### src/rtl/core/tbo_pkg.sv
// ----------------------------------------------------------------------------
// tbo_pkg
// Shared types, constants and helpers for the triangle/box overlap block.
// ----------------------------------------------------------------------------
`default_nettype none

package tbo_pkg;

  // default coordinate width, signed Q16.8
  localparam int COORD_W_DEF = 24;

  // box half extent register width and reset value (0.5 in Q16.8)
  localparam int HALF_W = 23;
  localparam logic [HALF_W-1:0] HALF_RST = 23'd128;

  // items per transaction
  localparam int NUM_FIELDS = 12;

  // configuration register indexes
  typedef enum logic [1:0] {
    REG_HALF_X = 2'd0,
    REG_HALF_Y = 2'd1,
    REG_HALF_Z = 2'd2
  } reg_idx_t;

  // first and second box component used by the edge cross axis for box axis k
  function automatic int c1_of(input int k);
    return (k == 0) ? 1 : 0;
  endfunction

  function automatic int c2_of(input int k);
    return (k == 2) ? 1 : 2;
  endfunction

endpackage

`default_nettype wire

### src/rtl/core/tbo_outside.sv
// ----------------------------------------------------------------------------
// tbo_outside
// Range check: true when three projections lie wholly outside [-r, r].
// ----------------------------------------------------------------------------
`default_nettype none

module tbo_outside #(
  parameter int VAL_W = 48
) (
  input  logic signed [VAL_W-1:0] p0,
  input  logic signed [VAL_W-1:0] p1,
  input  logic signed [VAL_W-1:0] p2,
  input  logic signed [VAL_W-1:0] rad,
  output logic                    outside
);
  import tbo_pkg::*;

  logic signed [VAL_W-1:0] mn;
  logic signed [VAL_W-1:0] mx;
  logic signed [VAL_W-1:0] neg_rad;

  // min and max of the three projections
  always_comb begin
    mn = p0;
    mx = p0;
    if (p1 < mn) mn = p1;
    if (p2 < mn) mn = p2;
    if (mx < p1) mx = p1;
    if (mx < p2) mx = p2;
  end

  // strict compares, touching is not outside
  assign neg_rad = -rad;
  assign outside = (rad < mn) || (mx < neg_rad);

endmodule

`default_nettype wire
### config.mk
export PLATFORM = sky130hd
export DESIGN_NAME = tbo_outside
export DESIGN_NICKNAME = d
export VERILOG_FILES = /design/src/rtl/core/tbo_pkg.sv /design/src/rtl/core/tbo_outside.sv
export SDC_FILE = /design/constraint.sdc
export NUM_CORES = 1
export LEC_CHECK = 0
export BUFFER_PORTS_ARGS = -buffer_cell sky130_fd_sc_hd__clkbuf_2
export CORE_ASPECT_RATIO = 1.75
export CORE_MARGIN = 2
export CORE_UTILIZATION = 53
export DETAILED_ROUTE_END_ITERATION = 8
export GPL_TIMING_DRIVEN = 0
export PLACE_DENSITY_LB_ADDON = 0.12
export SYNTH_ARGS = -nofsm -noshare
export SYNTH_HDL_FRONTEND = slang
export SYNTH_SLANG_ARGS = --single-unit
### constraint.sdc
create_clock -name vclk -period 6.4
set_clock_uncertainty 0.05 [all_clocks]
set_input_delay 0 -clock vclk [all_inputs]
set_output_delay 0 -clock vclk [all_outputs]
set_load 0.01 [all_outputs]
==> results of run 1 <==
-- kinds of logic after synthesis --
group,Yosys count
simple gates,288
fa+ha+maj,237
buf+inv,131
mux,189
xor+xnor,43
compound gates,219
-- critical path, delay by kind of cell --
kind	cells	cell delay (ns)
AND/OR/NAND/NOR	13	2.89
adder cells (fa/ha/maj)	3	0.86
buffers and inverters	10	1.45
XOR/XNOR	1	0.16
multiplexers	3	0.97
AO/OA/AOI/OAI	6	1.07
-- cell type report --
type | count | area [um2] | share of cell area (%)
Timing Repair Buffer | 249 | 1590 | 13.2
Inverter | 111 | 439 | 3.64
Buffer | 20 | 272 | 2.25
Multi-Input combinational cell | 976 | 9470 | 78.6
Tap cell | 227 | 284 | 2.36
-- synth_stat cells (all sizes together) (5+ instances only) --
cell and instances:
ha 237, mux2 141, inv 111, nand2 70, a21oi 67, nor2 51, mux2i 48, o21ai 46
nand4 43, nor3 30, nand3 29, xor2 24, a21o 23, buf 20, xnor2 19, nor4 18
o21a 16, a211oi 11, or3 10, and3 7, and4 5, o41ai 5
-- repair_timing --
action / CTS / global route
setup endpoints to repair: 1 / 1
hold buffers: 0 / 0
setup buffers: 37 / 19
gates resized for setup: 127 / 117
pin swaps: 50 / 62
-- per-stage QoR --
stage / instance area [um2] / TNS, ns / setup slack [ns] / hold slack, ns
2_1_floorplan: 9090 / 0 / 0.00860 / 0.290
3_3_place_gp: 10300 / -2.37 / -2.37 / 0.607
3_5_place_dp: 10300 / -2.39 / -2.39 / 0.613
4_1_cts: 11400 / -0.881 / -0.881 / 0.581
5_1_grt: 12100 / -1.26 / -1.26 / 0.626
6_report: 12100 / -1.11 / -1.11 / 0.602
-- report_power, final --
group          internal [mW]  switching, mW  total, mW
clock                      0              0          0
sequential                 0              0          0
combinational          0.991          0.993       1.98
total                  0.991          0.993       1.98
-- how the worst max path moves through the flow --
stage | start | end | slack (ns)
3_3_place_gp | p1[33] | outside | -2.37
5_1_grt | p1[32] | outside | -1.26
3_5_place_dp | p1[33] | outside | -2.39
2_1_floorplan | p1[19] | outside | 0.009
6_report | p0[33] | outside | -1.11
4_1_cts | p1[35] | outside | -0.88
-- routing by layer --
| layer | part of all wire [%] | wire [um] |
|---|---|---|
| met1 | 32 | 11000 |
| met2 | 53 | 18200 |
| met3 | 4.2 | 1430 |
| met4 | 10 | 3560 |
| met5 | 0 | 0 |
==> results by group, run 1 <==
Run status
  • Status: complete, but fails checks
  • Failing checks: negative setup slack

Cells and area
  • CLK BUF: 0
  • FILL cells: approximately 1.4k
  • Fin cells: between 1.5k and 2k
  • Seq Cell Count: 0
  • Area growth from synthesis to layout: 33.5%
  • Final core occ: roughly 72%
  • Most frequent cells in the layout: ha_1, clkbuf_2, inv_1
  • Share of post-route cells with drive strength above 1: 39.5%
  • Most common cell after layout, fill and taps aside: ha_1
  • Reg area: 0 um2
  • N_diodes: 0
  • Final #Nets: 1787

Global route
  • Global-route wire length before repair: 49200 um
  • Gr ovfl total: 0
  • Pin count of the biggest net entering global routing: 11
  • Initial antenna violation count: 0
  • GRT busiest layer: met2
  • Vias in the first global route: around 10k
  • Grt met2 use: 68.9%
  • Met1 Use GR: a little under a third
  • GRT Total Usage: 35.0%
  • M3 GR Usage: 3.00%

STA
  • Max_slew headroom: roughly two fifths
  • Slew Viols, Final: 0
  • Crit share post-route: 117%
  • Count of final setup violators: 1
  • Final count of hold timing violations: 0
  • Setup ws final: -1.11 ns
  • RSZ-0062 raised after global routing: yes
  • F_max: around 130 MHz
  • Tmin final: 7.51 ns
  • Slew @ Worst Pin: 0.863 ns

Min path
  • WHS Path Cells: 5
  • Worst Hold Class: in2out
  • Hold EP: outside
  • Hold path start: rad[47]

Flow run
  • Max Cap Viol: 0

Place
  • Inst Count DP: ~1.5k
  • Detailed placement HPWL: roughly 27000 um
  • Number of port buffers: 193
  • Placer Congestion: 0.952

Yosys
  • Post-synth design cell area: 0.00903 mm2
  • Post-Synth Adder-Cell Area: 32.8%
  • Main combinational cell family by area after synthesis: adder cells
  • Synth top area share: 32.8%
  • Synthesis warning total: 0
  • Netlist cell types: 70
  • Xor and xnor fraction of the mapped netlist area: 4.17%
  • Yosys top cell by area: ha_1
  • Post-synthesis sequential area ratio: 0%
  • Mux cell area share after synthesis: about a quarter
  • Mapped Avg Cell Area: 8.16 um2
  • Synthesized Nets: 1536
  • Area share of and/or/nand/nor cells after synthesis: about 16%
  • Compound-Gate Fraction of Synth Area: 15.9%
  • Synth area leaders: ha_1, mux2_2, mux2i_1
  • Post-Synthesis Cells: 1107

Power
  • Pwr Total: roughly 2.0 mW
  • VDD IR max: 0.0000936 V
  • Pwr Density: approximately 160 mW/mm2
  • Pleak: 5.86 nW

Route
  • Vias/cell: 6.30
  • Routed Antenna Nets: 0
  • Drt first pass iters: 5
  • Drt drc: 0
  • Via count: 9971
  • DR WL/cell: 21.6 um
  • Initial drt markers: 540
  • Total wire length: approximately 34000 um

Worst setup path
  • Slowest stage delay, CP: 0.45 ns
  • Crit Path Max Fanout: 10
  • Startpoint types: input pin
  • CP required: 6.35 ns
  • CP Capture Type: output pin
  • CP Data Arrival Time: about 7.5 ns
  • CP max-delay cell: nor4_4
  • Crit Path Category: in2out

Floorplanning
  • Core area: between 0.015 and 0.02 mm2
  • Number of I/O pins: 193
  • Die Area: approximately 0.018 mm2
  • Rows: 63
  • Die width: 103 um
  • Starting Density: 53.8%
  • Chip height: 177 um
Power figures use the tool's default switching activity.
==> run 2: changes to the inputs <==
--- a/config.mk
+++ b/config.mk
@@ -6,12 +6,14 @@
 export NUM_CORES = 1
 export LEC_CHECK = 0
 export BUFFER_PORTS_ARGS = -buffer_cell sky130_fd_sc_hd__clkbuf_2
+export CAP_MARGIN = 0
 export CORE_ASPECT_RATIO = 1.75
 export CORE_MARGIN = 2
 export CORE_UTILIZATION = 53
 export DETAILED_ROUTE_END_ITERATION = 8
 export GPL_TIMING_DRIVEN = 0
-export PLACE_DENSITY_LB_ADDON = 0.12
+export PLACE_DENSITY = 0.88
 export SYNTH_ARGS = -nofsm -noshare
 export SYNTH_HDL_FRONTEND = slang
 export SYNTH_SLANG_ARGS = --single-unit
+export TNS_END_PERCENT = 20
==> results by group, run 2 (synthesis results as in run 1) <==
Cells and area
  • Share of post-route cells with drive strength above 1: 38.2% (was 39.5%)
  • FILL cells: 1202 (was 1364)
  • Final core occ: 70.1% (was 71.8%)
  • Most common cell after layout, fill and taps aside: ha_1 (unchanged)
  • Finished layout cell area: 0.0118 mm2 (was 0.0121 mm2)
  • Most frequent cells in the layout: ha_1, clkbuf_2, inv_1 (unchanged)
  • Seq Cell Count: 0 (unchanged)
  • Fin cells: 1570 (was 1583)
  • Area growth from synthesis to layout: 30.3% (was 33.5%)
  • N_diodes: 0 (unchanged)
  • Reg area: 0 um2 (unchanged)
  • CLK BUF: 0 (unchanged)
  • Final #Nets: 1774 (was 1787)

Place
  • Placer Congestion: 1.00 (was 0.952)
  • Inst Count DP: 1527 (unchanged)
  • DP Worst Slack: -1.94 ns (was -2.39 ns)
  • Detailed placement HPWL: 26900 um (was 27500 um)
  • Post-DP Area: 0.0103 mm2 (unchanged)
  • Number of port buffers: 193 (unchanged)

Worst setup path
  • Critical Path Start: p1[26] (was p0[33])
  • Cell mode on critical path: nor3_2
  • Crit Path Category: in2out (unchanged)
  • Crit Path Max Fanout: 10 (unchanged)
  • Worst setup endpoint: outside (unchanged)
  • CP max-delay cell: nor4bb_2 (was nor4_4)
  • CP top delay family: simple AND/OR/NAND/NOR gates (unchanged)
  • Startpoint types: input pin (unchanged)
  • Critical path depth: 38 (was 36)
  • Slowest stage delay, CP: 0.49 ns (was 0.45 ns)
  • CP Data Arrival Time: 7.79 ns (was 7.46 ns)
  • CP Buf/Inv Count: 10 (unchanged)
  • CP Capture Type: output pin (unchanged)
  • CP required: 6.35 ns (about the same)

Route
  • DR WL/cell: 23.4 um (was 21.6 um)
  • Vias/cell: 6.76 (was 6.30)
  • Drt drc: 0 (unchanged)
  • Total wire length: 36700 um (was 34200 um)
  • Routed Antenna Nets: 0 (unchanged)
  • Via count: 10.6k (was 9971)
  • Wire length on met1: 11400 um (was 11000 um)
  • Met2 WL post-DR: 18100 um (was 18200 um)
  • Drt first pass iters: 8 (was 5)
  • Initial drt markers: 801 (was 540)
  • Highest Signal Layer: met4 (unchanged)
  • Routed met3 length: 2830 um (was 1430 um)

STA
  • Slew Viols, Final: 0 (unchanged)
  • F_max: 127 MHz (was 133 MHz)
  • Setup ws final: -1.44 ns (was -1.11 ns)
  • Max_slew headroom: 6.07% (was 41.7%)
  • RSZ-0062 raised after global routing: yes (unchanged)
  • Hold Slack: 0.641 ns (was 0.602 ns)
  • Setup TNS: -1.44 ns (was -1.11 ns)
  • Tmin final: 7.84 ns (was 7.51 ns)
  • Slew @ Worst Pin: 1.39 ns (was 0.863 ns)
  • Crit share post-route: 123% (was 117%)
  • Count of final setup violators: 1 (unchanged)
  • Final count of hold timing violations: 0 (unchanged)

Global route
  • GRT Total Usage: 37.8% (was 35.0%)
  • Pin count of the biggest net entering global routing: 11 (unchanged)
  • Gr ovfl total: 0 (unchanged)
  • Initial antenna violation count: 0 (unchanged)
  • Global-route wire length before repair: 53800 um (was 49200 um)
  • Vias in the first global route: 11.2k (was 9991)

Floorplanning
  • Core area: 0.0168 mm2 (unchanged)
  • Die Area: 0.0181 mm2 (unchanged)
  • Number of I/O pins: 193 (unchanged)
  • Rows: 63 (unchanged)
  • Die width: 103 um (unchanged)
  • Starting Density: 53.8% (unchanged)
  • Chip height: 177 um (unchanged)

Power
  • Pwr Total: 2.04 mW (was 1.98 mW)
  • Pwr Density: 173 mW/mm2 (was 165 mW/mm2)
  • VDD IR max: 0.0000981 V (was 0.0000936 V)
  • Pleak: 5.77 nW (was 5.86 nW)

CTS
  • Cts hold-fix bufs: 0 (unchanged)

Flow run
  • Max Cap Viol: 0 (unchanged)

Run status
  • Status: complete, but fails checks (unchanged)
  • Failing checks: negative setup slack (unchanged)

Min path
  • Worst Hold Class: in2out (unchanged)
  • Hold path start: rad[47] (unchanged)
[run 2: cell types whose count changed in the layout (fill, tap and decap cells not counted), sizes merged]
cell,before,now
clkbuf,173,193
buf,96,63
[run 2: worst min-delay path by stage]
stage,to,slack (ns),depth (start not counted)
final,outside,0.64,5
after CTS,outside,0.60,5
after detailed placement,outside,0.62,6
after global placement,outside,0.61,6
after global routing,outside,0.65,5
after floorplan,outside,0.29,4
[run 2: cell type report]
class                           count  area (um2)  area share (%)
Buffer                             20         280            2.38
Inverter                          111         417            3.54
Multi-Input combinational cell    976        9390            79.7
Tap cell                          227         284            2.41
Timing Repair Buffer              236        1400            11.9
[run 2: per-layer routing]
layer / vias up / global-route usage (%)
met5: - / 0
met4: 0 / 36.2
met3: 327 / 7.07
met2: 705 / 67.1
met1: 4903 / 34.3
li1: 4676 / -
[run 2: power by group]
group | internal (mW) | leakage, nW | switching, mW | total, mW
Combinational | 0.994 | 5.77 | 1.05 | 2.04
Clock | 0 | 0 | 0 | 0
Sequential | 0 | 0 | 0 | 0
Total | 0.994 | 5.77 | 1.05 | 2.04
[run 2: what timing repair did]
| item | CTS | global route |
|---|---|---|
| endpoints found under the setup margin | 1 | 1 |
| gates cloned | 1 | 0 |
| pin swaps | 50 | 15 |
| resized for setup | 150 | 30 |
| buffers inserted | 39 | 3 |
[run 2: tightest hold or removal path, cell delays in order]
cell and delay (ns):
clkbuf_2 0.15, ha_4 0.20, a41oi_2 0.13, o21ai_4 0.08
clkbuf_2 0.13
==> run 3: changes to the inputs <==
--- a/config.mk
+++ b/config.mk
@@ -13,6 +13,8 @@
 export DETAILED_ROUTE_END_ITERATION = 8
 export GPL_TIMING_DRIVEN = 0
 export PLACE_DENSITY = 0.88
+export RECOVER_POWER = 25
+export SKIP_LAST_GASP = 1
 export SYNTH_ARGS = -nofsm -noshare
 export SYNTH_HDL_FRONTEND = slang
 export SYNTH_SLANG_ARGS = --single-unit
==> results by group, run 3 (synthesis results as in run 1) <==
Run status
  • Status: complete, but fails checks (unchanged)
  • Failing checks: negative setup slack (unchanged)

STA
  • Slew Viols, Final: 0 (unchanged)
  • Hold Slack: 0.624 ns (was 0.641 ns)
  • Tmin final: 7.76 ns (was 7.84 ns)
  • Max_slew headroom: 11.7% (was 6.07%)
  • F_max: 129 MHz (was 127 MHz)
  • Slew @ Worst Pin: 1.31 ns (was 1.39 ns)
  • Setup ws final: -1.36 ns (was -1.44 ns)
  • RSZ-0062 raised after global routing: yes (unchanged)
  • Count of final setup violators: 1 (unchanged)
  • Crit share post-route: 121% (was 123%)
  • Final count of hold timing violations: 0 (unchanged)

Floorplanning
  • Core area: 0.0168 mm2 (unchanged)
  • Number of I/O pins: 193 (unchanged)
  • Die Area: 0.0181 mm2 (unchanged)
  • Chip height: 177 um (unchanged)
  • Die width: 103 um (unchanged)
  • Rows: 63 (unchanged)
  • Starting Density: 53.8% (unchanged)

Global route
  • Pin count of the biggest net entering global routing: 11 (unchanged)
  • Vias in the first global route: 11.2k (unchanged)
  • Global-route wire length before repair: 53800 um (unchanged)
  • Initial antenna violation count: 0 (unchanged)
  • GRT Total Usage: 37.8% (unchanged)
  • Gr ovfl total: 0 (unchanged)

Cells and area
  • N_diodes: 0 (unchanged)
  • CLK BUF: 0 (unchanged)
  • Most frequent cells in the layout: ha_1, clkbuf_2, inv_1 (unchanged)
  • Reg area: 0 um2 (unchanged)
  • Area growth from synthesis to layout: 30.2% (was 30.3%)
  • Final core occ: 70.0% (was 70.1%)
  • Most common cell after layout, fill and taps aside: ha_1 (unchanged)
  • Fin cells: 1570 (unchanged)
  • Share of post-route cells with drive strength above 1: 38.0% (was 38.2%)
  • Final #Nets: 1774 (unchanged)
  • Seq Cell Count: 0 (unchanged)

Place
  • Inst Count DP: 1527 (unchanged)
  • Placer Congestion: 1.00 (unchanged)
  • Number of port buffers: 193 (unchanged)
  • DP Worst Slack: -1.94 ns (unchanged)
  • Detailed placement HPWL: 26900 um (unchanged)

Route
  • Wire length on met1: 11300 um (was 11400 um)
  • Met2 WL post-DR: 17900 um (was 18100 um)
  • Highest Signal Layer: met4 (unchanged)
  • Initial drt markers: 728 (was 801)
  • Vias/cell: 6.70 (was 6.76)
  • Routed met3 length: 2740 um (was 2830 um)
  • Routed Antenna Nets: 0 (unchanged)
  • Drt drc: 0 (unchanged)
  • Total wire length: 36200 um (was 36700 um)
  • DR WL/cell: 23.1 um (was 23.4 um)
  • Drt first pass iters: 7 (was 8)
  • Via count: 10.5k (was 10.6k)

Power
  • Pwr Density: 172 mW/mm2 (was 173 mW/mm2)
  • VDD IR max: 0.0000949 V (was 0.0000981 V)
  • Pleak: 5.77 nW (about the same)

Worst setup path
  • Crit Path Max Fanout: 10 (unchanged)
  • CP Capture Type: output pin (unchanged)
  • CP Data Arrival Time: 7.71 ns (was 7.79 ns)
  • Crit Path Category: in2out (unchanged)
  • Startpoint types: input pin (unchanged)
  • CP max-delay cell: nor4_4 (was nor4bb_2)
  • Slowest stage delay, CP: 0.49 ns (about the same)
  • CP required: 6.35 ns (about the same)

Min path
  • Hold path start: rad[47] (unchanged)
  • WHS Path Cells: 5 (unchanged)
  • Hold EP: outside (unchanged)
  • Worst Hold Class: in2out (unchanged)

Flow run
  • Max Cap Viol: 0 (unchanged)
## run 3: cell counts in the layout (fill, tap and decap cells not counted)
Identical to the previous run, type by type.
## run 3: worst max-delay path, delay by kind of cell
kind	cells	cell delay, ns
AND/OR/NAND/NOR	15	3.35
buffers and inverters	10	1.57
AO/OA/AOI/OAI	7	1.03
multiplexers	3	0.90
adder cells (fa/ha/maj)	3	0.82
## run 3: what timing repair did
action / in CTS / in global routing
cloned: 1 / 0
setup endpoints to repair: 1 / 1
pin swaps: 50 / 14
hold buffers: 0 / 0
buffers inserted: 39 / 3
gates resized for setup: 150 / 27
## run 3: worst max-delay path by stage
stage	start	endpoint	slack (ns)	cells after the start
after detailed placement	p1[33]	outside	-1.94	34
after global routing	p1[23]	outside	-1.44	38
after global placement	p1[33]	outside	-1.80	34
after floorplan	p1[19]	outside	0.009	33
after CTS	p1[24]	outside	-0.71	35
final	p1[23]	outside	-1.36	38
## run 3: per-stage QoR
step           instance area (um2)  power (mW)  TNS, ns
3_5_place_dp                 10300        1.59    -1.94
5_1_grt                      11800        2.15    -1.44
3_3_place_gp                 10300        1.55    -1.80
6_report                     11800        2.03    -1.36
4_1_cts                      11600        1.89   -0.714
2_1_floorplan                 9090        1.14        0
## run 3: final cells by class
class	count	area (um2)
Multi-Input combinational cell	976	9370
Fill cell	1212	5030
Timing Repair Buffer	236	1400
Inverter	111	417
Tap cell	227	284
Buffer	20	280
## run 3: metal layers
layer	vias up	global-route usage [%]
li1	4684	-
met1	4856	34.3
met2	671	67.1
met4	0	36.2
met3	315	7.07
met5	-	0
## run 3: power breakdown
group / total (mW) / leakage, nW / internal [mW] / switching, mW
registers: 0 / 0 / 0 / 0
logic: 2.03 / 5.77 / 0.991 / 1.04
clock network: 0 / 0 / 0 / 0
total: 2.03 / 5.77 / 0.991 / 1.04
